## src/hdl/hybrid_branch_predictor_macros.svh

```systemverilog
// Assertion helpers for the predictor RTL.
`ifndef HYBRID_BRANCH_PREDICTOR_MACROS_SVH
`define HYBRID_BRANCH_PREDICTOR_MACROS_SVH

// Same-cycle implication, checked out of reset.
`define HBP_ASSERT_NOW(lbl, ante, cons, msg) \
	lbl: assert property (@(posedge clk) disable iff (!arst_n) (ante) |-> (cons)) \
		else $error(msg);

// Next-cycle implication, checked out of reset.
`define HBP_ASSERT_NEXT(lbl, ante, cons, msg) \
	lbl: assert property (@(posedge clk) disable iff (!arst_n) (ante) |=> (cons)) \
		else $error(msg);

`endif

```

## src/hdl/hbp_pkg.sv

```systemverilog
`default_nettype none
package hbp_pkg;

	localparam int PC_W    = 24;
	localparam int CTR_W   = 3;
	localparam int CHO_W   = 2;
	localparam int CFG_IDX_W  = 3;
	localparam int CFG_DATA_W = 4;
	localparam int CNT_W   = 32;

	localparam logic [CTR_W-1:0] CTR_INIT  = 3'd4;
	localparam logic [CTR_W-1:0] CTR_MAX   = 3'd7;
	localparam logic [CTR_W-1:0] CTR_TAKEN = 3'd4;
	localparam logic [CHO_W-1:0] CHO_INIT   = 2'd1;
	localparam logic [CHO_W-1:0] CHO_MAX    = 2'd3;
	localparam logic [CHO_W-1:0] CHO_GSHARE = 2'd2;

	// prediction modes; the unused code behaves as hybrid
	localparam logic [1:0] MODE_BIMODAL = 2'd0;
	localparam logic [1:0] MODE_GSHARE  = 2'd1;
	localparam logic [1:0] MODE_HYBRID  = 2'd2;

	// register indexes
	localparam logic [CFG_IDX_W-1:0] REG_MODE     = 3'd0;
	localparam logic [CFG_IDX_W-1:0] REG_BIM_BITS = 3'd1;
	localparam logic [CFG_IDX_W-1:0] REG_GSH_BITS = 3'd2;
	localparam logic [CFG_IDX_W-1:0] REG_HIST_LEN = 3'd3;
	localparam logic [CFG_IDX_W-1:0] REG_CHO_BITS = 3'd4;

	localparam logic [CFG_DATA_W-1:0] RST_INDEX_BITS = 4'd14;
	localparam logic [CFG_DATA_W-1:0] RST_HIST_LEN   = 4'd8;

	typedef enum logic [1:0] {
		ST_CLEAR,
		ST_IDLE,
		ST_EXEC
	} state_t;

	typedef struct packed {
		logic [PC_W-1:0] pc;
		logic            taken;
	} branch_t;

	typedef struct packed {
		logic             predicted_taken;
		logic             mispredict;
		logic             used_gshare;
		logic [CNT_W-1:0] mispredict_count;
	} result_t;

	// training decision from the update unit
	typedef struct packed {
		logic             pred;
		logic             miss;
		logic             use_g;
		logic             bim_we;
		logic             gsh_we;
		logic             cho_we;
		logic [CTR_W-1:0] bim_new;
		logic [CTR_W-1:0] gsh_new;
		logic [CHO_W-1:0] cho_new;
	} upd_t;

endpackage
`default_nettype wire

```

## src/hdl/hbp_update.sv

```systemverilog
`default_nettype none
module hbp_update
	import hbp_pkg::*;
(
	input  wire logic [CTR_W-1:0] bim_ctr,
	input  wire logic [CTR_W-1:0] gsh_ctr,
	input  wire logic [CHO_W-1:0] cho_ctr,
	input  wire logic             taken,
	input  wire logic [1:0]       mode,
	output upd_t                  upd
);

	function automatic logic [CTR_W-1:0] train3(input logic [CTR_W-1:0] c, input logic t);
		logic [CTR_W-1:0] r;
		r = c;
		if (t) begin
			if (c < CTR_MAX) r = c + 1'b1;
		end else begin
			if (c != '0) r = c - 1'b1;
		end
		return r;
	endfunction

	logic pb, pg, use_g, hybrid, bok, gok;

	always_comb begin
		pb     = (bim_ctr >= CTR_TAKEN);
		pg     = (gsh_ctr >= CTR_TAKEN);
		hybrid = (mode != MODE_BIMODAL) && (mode != MODE_GSHARE);
		if (mode == MODE_BIMODAL) use_g = 1'b0;
		else if (mode == MODE_GSHARE) use_g = 1'b1;
		else use_g = (cho_ctr >= CHO_GSHARE);
		bok = (pb == taken);
		gok = (pg == taken);

		upd.use_g   = use_g;
		upd.pred    = use_g ? pg : pb;
		upd.miss    = upd.pred != taken;
		upd.bim_we  = !use_g;
		upd.gsh_we  = use_g;
		upd.cho_we  = hybrid;
		upd.bim_new = train3(bim_ctr, taken);
		upd.gsh_new = train3(gsh_ctr, taken);
		upd.cho_new = cho_ctr;
		if (bok && !gok && cho_ctr != '0) upd.cho_new = cho_ctr - 1'b1;
		else if (gok && !bok && cho_ctr < CHO_MAX) upd.cho_new = cho_ctr + 1'b1;
	end

endmodule
`default_nettype wire
```

## config.mk

```make
export PLATFORM = sky130hd
export DESIGN_NAME = hbp_update
export DESIGN_NICKNAME = d
export VERILOG_FILES = /design/src/hdl/hybrid_branch_predictor_macros.svh /design/src/hdl/hbp_pkg.sv /design/src/hdl/hbp_update.sv
export SDC_FILE = /design/constraint.sdc
export NUM_CORES = 1
export LEC_CHECK = 0
export BUFFER_PORTS_ARGS = -buffer_cell sky130_fd_sc_hd__buf_4
export CAP_MARGIN = 0
export CORE_UTILIZATION = 30
export DETAILED_ROUTE_END_ITERATION = 12
export GPL_TIMING_DRIVEN = 0
export PLACE_DENSITY = 0.63
export SETUP_SLACK_MARGIN = 0.5
export SYNTH_ARGS = -nofsm -noshare
export SYNTH_HDL_FRONTEND = slang
export SYNTH_SLANG_ARGS = --single-unit
```

## constraint.sdc

```tcl
create_clock -name vclk -period 1.9
set_clock_uncertainty 0.15 [all_clocks]
set_input_delay 0.095 -clock vclk [all_inputs]
set_output_delay 0.095 -clock vclk [all_outputs]
set_load 0.01 [all_outputs]
```

---- Word level (Yosys, flattened, before mapping) ----
Index checks and enable logic that the tools add are counted.
storage, ports and cells
  memories kept ........................... 0
  bits in read-only memories .............. 0
  bits of input ports ..................... 11
  word-level logic and storage cells ...... 41
  bits in writable memories ............... 0
  output and inout port bits .............. 14
  bits in latches ......................... 0
  flip-flop bits (word level) ............. 0
operators by class
  muxes and demuxes ....................... 11
  shift-type cells ........................ 0
  multipliers ............................. 0
  div/mod/pow operators ................... 0
  bitwise operators ....................... 0
  reductions and logical operators ........ 13
  $add $sub $neg .......................... 6
  equality and inequality tests ........... 5
  $lt $le $gt $ge ......................... 6
operators with widths
  operator                                             number
  two-way mux 3 bit                                    6
  adder 3 x 1 -> 3 bit, second input constant          2
  >= comparator 3 bit, second input constant           2
  less-than comparator 3 bit, second input constant    2
  nonzero test 3 bit                                   2
  subtractor 3 x 1 -> 3 bit, second input constant     2
  logical AND 1 bit                                    5
  two-way mux 2 bit                                    2
  nonzero test 2 bit                                   2
  zero test 1 bit                                      3
  two-way mux 1 bit                                    3
  adder 2 x 1 -> 2 bit, second input constant          1
  equality test 1 bit                                  2
  equality test 2 x 1 -> 1 bit, second input constant  1
  >= comparator 2 bit, second input constant           1
  zero test 2 bit                                      1
  less-than comparator 2 bit, second input constant    1
  != test 2 x 1 -> 1 bit, second input constant        1
  subtractor 2 x 1 -> 2 bit, second input constant     1
  != test 1 bit                                        1

---- Longest topological paths before layout ----
Gate-level depths: netlist of the first run.
  depth after elaboration ................. 7
  mapped depth ............................ 6
  depth with buffers taken out ............ 6

---- Least setup slack after synthesis of the first run ----
OpenSTA, ideal clock, no wires.
  path kind ............................... in2out
  start ................................... input cho_ctr[0]
  end ..................................... output upd[12] (netlist name)
  data arrival time ....................... 1.390 ns
  path slack .............................. 0.265 ns
  stages .................................. 6
  path through ............................ inv_1 > ha_1 > or3b_1 > o21ai_2 > mux2_4 > xnor2_1
RTL lines
  what             line              source
  start, declared  hbp_update.sv:7   input wire logic [CHO_W-1:0] cho_ctr,
  end, declared    hbp_update.sv:10  output upd_t upd

==> impl_metrics.prom, run 1 <==
# TYPE chip_impl_metric gauge
chip_impl_info{name="status",value="complete, no violations"} 1
chip_impl_metric{name="globalRouteTotalUtil",unit="%"} 15.0
chip_impl_metric{name="wl_per_cell",unit="um"} 11.4
chip_impl_info{name="synth_area_leaders",value="sky130_fd_sc_hd__ha_1, sky130_fd_sc_hd__inv_1, sky130_fd_sc_hd__buf_4, sky130_fd_sc_hd__nand2_1, sky130_fd_sc_hd__nor2b_1"} 1
chip_impl_metric{name="fraction_of_the_mapped_netlist_area_in_adder_cells",unit="%"} 22.7
chip_impl_metric{name="finalMaxSlewViolations",unit=""} 0
chip_impl_metric{name="xor_xnor_cell_area_share_of_the_yosys_netlist",unit="%"} 3.54
chip_impl_metric{name="critPathArrivalTime",unit="ps"} 1400
chip_impl_info{name="hold_class",value="input port to primary output"} 1
chip_impl_metric{name="total_via_count_after_detailed_routing",unit=""} 602
chip_impl_metric{name="timing.fmax",unit="MHz"} 607
chip_impl_metric{name="synthDominantCellAreaShare",unit="%"} 22.7
chip_impl_metric{name="max-vdd-ir-drop",unit="mV"} 0.144
chip_impl_metric{name="grt_max_degree",unit=""} 11
chip_impl_metric{name="synth_cell_type_count",unit=""} 28
chip_impl_metric{name="worst-slew-pin-transition",unit="ps"} 340
chip_impl_metric{name="final_layout_setup_total_negative_slack",unit="ps"} 0
chip_impl_metric{name="p_leak",unit="uW"} 0.000408
chip_impl_metric{name="hpwlAfterDp",unit="um"} 993
chip_impl_metric{name="floorplan.die.height",unit="um"} 42.6
chip_impl_metric{name="floorplan.rows",unit=""} 14
chip_impl_metric{name="num-clock-buffers",unit=""} 0
chip_impl_info{name="largest_family_of_logic_cells_by_synthesized_area",value="compound AO/OA/AOI/OAI gates"} 1
chip_impl_info{name="cp_class",value="input port to primary output"} 1
chip_impl_metric{name="port_buffers",unit=""} 24
chip_impl_metric{name="globalRouteOverflowTotal",unit=""} 0
chip_impl_metric{name="synth.mux.area_fraction",unit="%"} 5.05
chip_impl_metric{name="fraction_of_the_mapped_netlist_area_in_simple_logic_gates",unit="%"} 23.7
chip_impl_info{name="rsz0062_at_grt",value="yes"} 1
chip_impl_metric{name="seq_area",unit="sq um"} 0
chip_impl_metric{name="final.period_utilization",unit="%"} 86.7
chip_impl_metric{name="slew-limit-headroom",unit="%"} 77.2
chip_impl_metric{name="die-area",unit="sq um"} 1820
chip_impl_metric{name="pwr_density_cell",unit="nW/um^2"} 275
chip_impl_metric{name="finalSetupViolCount",unit=""} 0
chip_impl_info{name="crit_family",value="simple AND/OR/NAND/NOR gates"} 1
chip_impl_info{name="cp-start-kind",value="input port"} 1
chip_impl_metric{name="maxCapViolations",unit=""} 0
chip_impl_metric{name="grt_pass1_wl",unit="um"} 2270
chip_impl_metric{name="number_of_global_route_vias_before_repair",unit=""} 545
chip_impl_metric{name="post-place-ws",unit="ps"} 137
chip_impl_info{name="netlist.top_cell.by_area",value="sky130_fd_sc_hd__ha_1"} 1
chip_impl_metric{name="initial_utilization",unit="%"} 32.5
chip_impl_metric{name="count_of_flip_flops_and_latches",unit=""} 0
chip_impl_metric{name="detail_route.drc_violations",unit=""} 0
chip_impl_metric{name="layout.nets",unit=""} 123
chip_impl_metric{name="critical-path-max-stage-delay",unit="ps"} 360
chip_impl_metric{name="design.core.area",unit="sq um"} 1520
chip_impl_info{name="crit_path_cell_trace",value="buf_12 -> inv_12 -> ha_4 -> or3b_1 -> o21ai_2 -> mux2_4 -> xnor2_4 -> buf_6"} 1
chip_impl_metric{name="antennaDiodeCount",unit=""} 0
chip_impl_metric{name="cp.required",unit="ps"} 1650
chip_impl_info{name="setup.worst_path.end_class",value="primary output"} 1
chip_impl_metric{name="final_layout_size_suffix_gt1_share",unit="%"} 50.5
chip_impl_metric{name="detail_route.iter0.violations",unit=""} 9
chip_impl_metric{name="crit_path_max_fanout",unit=""} 2
chip_impl_metric{name="fin_total_pwr",unit="uW"} 233
chip_impl_info{name="critical-path-slowest-cell",value="sky130_fd_sc_hd__or3b_1"} 1
chip_impl_metric{name="chipWidth",unit="um"} 42.6
chip_impl_metric{name="syn_avg_cell_area",unit="sq um"} 6.79
chip_impl_metric{name="floorplan.io_pins",unit=""} 25
chip_impl_metric{name="fin_ws",unit="ps"} 253
chip_impl_metric{name="totalWireLength",unit="um"} 1330
chip_impl_metric{name="syn2layout_area_growth",unit="%"} 71.2
chip_impl_metric{name="via_per_inst",unit=""} 5.15
chip_impl_metric{name="period_needed",unit="ps"} 1650
chip_impl_metric{name="synth_cells",unit=""} 73
chip_impl_metric{name="synth.cell_area",unit="sq um"} 495
chip_impl_metric{name="ys_seq_area_share",unit="%"} 0
chip_impl_metric{name="synth_compound_area_share",unit="%"} 27.3
chip_impl_metric{name="critPathBufInv",unit=""} 3
chip_impl_metric{name="postRouteAntennaNets",unit=""} 0
chip_impl_metric{name="antenna_found_initial",unit=""} 0
chip_impl_metric{name="finalHoldViolCount",unit=""} 0
chip_impl_metric{name="globalplace.congestion",unit=""} 0.792
chip_impl_metric{name="hold-worst-slack",unit="ps"} 383
chip_impl_metric{name="yosysWarnings",unit=""} 0
chip_impl_metric{name="cts_hold_buffers",unit=""} 0
chip_impl_metric{name="drt-pass1-iter-count",unit=""} 7
chip_impl_metric{name="synth.net_count",unit=""} 93
## layer usage
metal / global-route usage, % / part of all wire [%] / wire length [um] / vias to the layer above
li1: - / - / - / 310
met1: 21.5 / 45 / 595 / 275
met2: 26.4 / 52 / 697 / 17
met3: 0 / 2.9 / 39 / 0
met4: 0 / 0 / 0 / 0
met5: 0 / 0 / 0 / -
## synthesized netlist by cell type (3+ instances only)
master,n
sky130_fd_sc_hd__a21oi_1,4
sky130_fd_sc_hd__a31oi_1,3
sky130_fd_sc_hd__buf_2,3
sky130_fd_sc_hd__buf_4,4
sky130_fd_sc_hd__ha_1,9
sky130_fd_sc_hd__inv_1,9
sky130_fd_sc_hd__nand2_1,7
sky130_fd_sc_hd__nor2_1,5
sky130_fd_sc_hd__nor2b_1,4
sky130_fd_sc_hd__o21ai_0,3
## path summary, 6_finish.rpt
| kind | from | end | slack (ps) | cells past startpoint |
|---|---|---|---|---|
| min | cho_ctr[1] | upd[1] | 380 | 4 |
| max | cho_ctr[0] | upd[12] | 250 | 8 |
## cell type report
type                       instances  area, sq um
fill                             154          676
multi-input combinational         56          472
timing repair buffer              28          249
buffer                             8         61.3
inverter                           9         46.3
tap                               16         20.0
## where the power goes
group | switching, uW | internal (uW) | total [uW]
Combinational | 105 | 128 | 233
Clock | 0 | 0 | 0
Sequential | 0 | 0 | 0
Total | 105 | 128 | 233
## metrics by stage
step,cell area (sq um),utilization (%),std cells
after floorplan,539,-,73
after global placement,739,48.5,113
after detailed placement,739,48.5,113
after CTS,806,52.9,116
after global routing,848,55.7,117
final,848,55.7,117
## tightest hold or removal path, cell delays in order
cell and delay [ps]:
sky130_fd_sc_hd__buf_8 110, sky130_fd_sc_hd__nand2_1 50, sky130_fd_sc_hd__a32oi_1 50, sky130_fd_sc_hd__buf_4 140
## placed cells by master, fill, tap and decap left out, drive strengths merged, types with 2 or more instances in the layout
master / synthesis / routed
buf: 7 / 35
ha: 9 / 9
inv: 9 / 9
nand2: 7 / 7
nor2: 5 / 5
a21oi: 4 / 4
o21ai: 4 / 4
nor2b: 4 / 4
a31oi: 3 / 3
nand3: 2 / 2
o211ai: 2 / 2
nor4b: 2 / 2
xnor2: 2 / 2
## kinds of logic after synthesis
kind of cell               count (synthesis)
buffers and inverters                     17
AOI/OAI and AO/OA                         20
xor gates and xnor gates                   2
and+or+nand+nor                           23
adders and majority gates                  9
muxes                                      2
## timing repair
item | CTS | global route
buffers inserted | 3 | 1
setup endpoints to repair | 7 | 9
pin swaps | 2 | 2
resized for setup | 14 | 10
Note: power is estimated with default switching activity, not from simulation.
==> run 2, diff against run 1 <==
--- a/config.mk
+++ b/config.mk
@@ -11,7 +11,9 @@
 export DETAILED_ROUTE_END_ITERATION = 12
 export GPL_TIMING_DRIVEN = 0
 export PLACE_DENSITY = 0.63
+export REMOVE_ABC_BUFFERS = 1
 export SETUP_SLACK_MARGIN = 0.5
+export SLEW_MARGIN = 20
 export SYNTH_ARGS = -nofsm -noshare
 export SYNTH_HDL_FRONTEND = slang
 export SYNTH_SLANG_ARGS = --single-unit
==> constraint.sdc (replaced) <==
create_clock -name vclk -period 1.66
set_clock_uncertainty 0.15 [all_clocks]
set_input_delay 0.083 -clock vclk [all_inputs]
set_output_delay 0.083 -clock vclk [all_outputs]
set_load 0.01 [all_outputs]
==> impl_metrics.prom, run 2 (synthesized netlist as in run 1, its figures left out) <==
# TYPE chip_impl_metric gauge
chip_impl_metric{name="port_buffers",unit=""} 25
chip_impl_metric{name="postRouteAntennaNets",unit=""} 0
chip_impl_info{name="crit_start",value="cho_ctr[0]"} 1
chip_impl_metric{name="globalRouteTotalUtil",unit="%"} 16.1
chip_impl_metric{name="design.core.area",unit="sq um"} 1520
chip_impl_metric{name="detail_route.iter0.violations",unit=""} 10
chip_impl_metric{name="wl_per_cell",unit="um"} 13.8
chip_impl_metric{name="cts_hold_buffers",unit=""} 0
chip_impl_metric{name="seq_area",unit="sq um"} 0
chip_impl_info{name="rsz0062_at_grt",value="yes"} 1
chip_impl_metric{name="post-place-ws",unit="ps"} -78.1
chip_impl_metric{name="slew-limit-headroom",unit="%"} 81.7
chip_impl_metric{name="maxCapViolations",unit=""} 0
chip_impl_metric{name="syn2layout_area_growth",unit="%"} 129
chip_impl_info{name="final_cell_mix",value="sky130_fd_sc_hd__buf_4, sky130_fd_sc_hd__buf_6, sky130_fd_sc_hd__ha_4"} 1
chip_impl_metric{name="whs_path_depth",unit=""} 2
chip_impl_metric{name="finalHoldViolCount",unit=""} 0
chip_impl_metric{name="detail_route.drc_violations",unit=""} 0
chip_impl_metric{name="globalRouteOverflowTotal",unit=""} 0
chip_impl_metric{name="antennaDiodeCount",unit=""} 0
chip_impl_metric{name="floorplan.io_pins",unit=""} 25
chip_impl_metric{name="finalNonFillerCells",unit=""} 126
chip_impl_metric{name="final_layout_size_suffix_gt1_share",unit="%"} 67.3
chip_impl_metric{name="via_per_inst",unit=""} 5.36
chip_impl_metric{name="grt_pass1_wl",unit="um"} 2370
chip_impl_metric{name="p_leak",unit="uW"} 0.000494
chip_impl_metric{name="final.period_utilization",unit="%"} 97.2
chip_impl_metric{name="pwr_density_cell",unit="nW/um^2"} 301
chip_impl_metric{name="timing.fmax",unit="MHz"} 620
chip_impl_metric{name="grt_max_degree",unit=""} 19
chip_impl_metric{name="total_via_count_after_detailed_routing",unit=""} 675
chip_impl_metric{name="placed_cell_area",unit="sq um"} 649
chip_impl_metric{name="worst-slew-pin-transition",unit="ps"} 274
chip_impl_metric{name="layout.nets",unit=""} 132
chip_impl_metric{name="num-clock-buffers",unit=""} 0
chip_impl_metric{name="floorplan.rows",unit=""} 14
chip_impl_metric{name="finalSetupViolCount",unit=""} 0
chip_impl_metric{name="finalMaxSlewViolations",unit=""} 0
chip_impl_metric{name="globalplace.congestion",unit=""} 0.746
chip_impl_metric{name="chipWidth",unit="um"} 42.6
chip_impl_metric{name="floorplan.die.height",unit="um"} 42.6
chip_impl_metric{name="fin_ws",unit="ps"} 46.5
chip_impl_info{name="setup.worst_path.end_class",value="primary output"} 1
chip_impl_metric{name="initial_utilization",unit="%"} 32.5
chip_impl_metric{name="cp.required",unit="ps"} 1430
chip_impl_metric{name="hpwlAfterDp",unit="um"} 846
chip_impl_info{name="cp-start-kind",value="input port"} 1
chip_impl_info{name="crit_end",value="upd[12]"} 1
chip_impl_metric{name="count_of_flip_flops_and_latches",unit=""} 0
chip_impl_metric{name="period_needed",unit="ps"} 1610
chip_impl_metric{name="drt-pass1-iter-count",unit=""} 4
chip_impl_info{name="hold_class",value="input port to primary output"} 1
chip_impl_info{name="cp_class",value="input port to primary output"} 1
chip_impl_metric{name="totalWireLength",unit="um"} 1730
chip_impl_metric{name="antenna_found_initial",unit=""} 0
chip_impl_metric{name="dp_cells",unit=""} 106
chip_impl_info{name="layout_commonest_cell",value="sky130_fd_sc_hd__buf_4"} 1
chip_impl_metric{name="crit_path_max_fanout",unit=""} 2
chip_impl_metric{name="critPathArrivalTime",unit="ps"} 1380
chip_impl_metric{name="layout.cell_area.non_filler",unit="sq um"} 1130
chip_impl_metric{name="max-vdd-ir-drop",unit="mV"} 0.166
chip_impl_metric{name="hold-worst-slack",unit="ps"} 215
chip_impl_metric{name="number_of_global_route_vias_before_repair",unit=""} 548
chip_impl_info{name="status",value="complete, no violations"} 1
chip_impl_metric{name="die-area",unit="sq um"} 1820
[run 2: cell count changes in the layout (fill, tap and decap cells not counted), sizes merged]
cell	change
dlygate4sd1	-1
buf	+10
[run 2: worst min path at each step]
stage          startpoint      to
2_1_floorplan     mode[1]  upd[8]
3_3_place_gp      mode[1]  upd[8]
3_5_place_dp      mode[1]  upd[8]
4_1_cts           mode[1]  upd[8]
5_1_grt           mode[1]  upd[8]
6_report          mode[1]  upd[8]
[run 2: layout make-up]
type / instances / area (sq um)
fill: 110 / 390
inverter: 9 / 66.3
multi-input combinational: 56 / 599
tap: 16 / 20.0
timing repair buffer: 45 / 448
[run 2: worst max-delay path, cell delays in order]
cell and delay (ps):
sky130_fd_sc_hd__buf_8 80, sky130_fd_sc_hd__inv_4 30, sky130_fd_sc_hd__ha_4 140, sky130_fd_sc_hd__or3b_1 350, sky130_fd_sc_hd__o21ai_2 90, sky130_fd_sc_hd__mux2_4 340, sky130_fd_sc_hd__xnor2_2 130, sky130_fd_sc_hd__buf_4 140
[run 2: what timing repair did]
action / CTS / global route
gates resized for setup: 54 / 31
setup buffers: 14 / 6
endpoints found under the setup margin: 13 / 13
endpoints found under the hold margin: 0 / 0
pin swaps: 12 / 15
[run 2: stage by stage]
stage / total power (uW) / setup TNS (ps) / util (%)
after floorplan: 99.0 / 0 / -
after global placement: 198 / -56.1 / 42.6
after detailed placement: 201 / -78.1 / 42.6
after CTS: 282 / 0 / 61.7
after global routing: 366 / 0 / 74.4
final: 341 / 0 / 74.4
[run 2: power breakdown]
group	internal [uW]	switching, uW	total (uW)
Sequential	0	0	0
Clock	0	0	0
Combinational	192	149	341
Total	192	149	341
[run 2: routing by layer]
metal  global-route usage [%]  vias up  routed length (um)
li1                         -      335                   -
met5                        0        -                   0
met4                        0        0                   0
met3                     1.72        0                  55
met2                     33.3       13                1010
met1                     18.0      327                 673
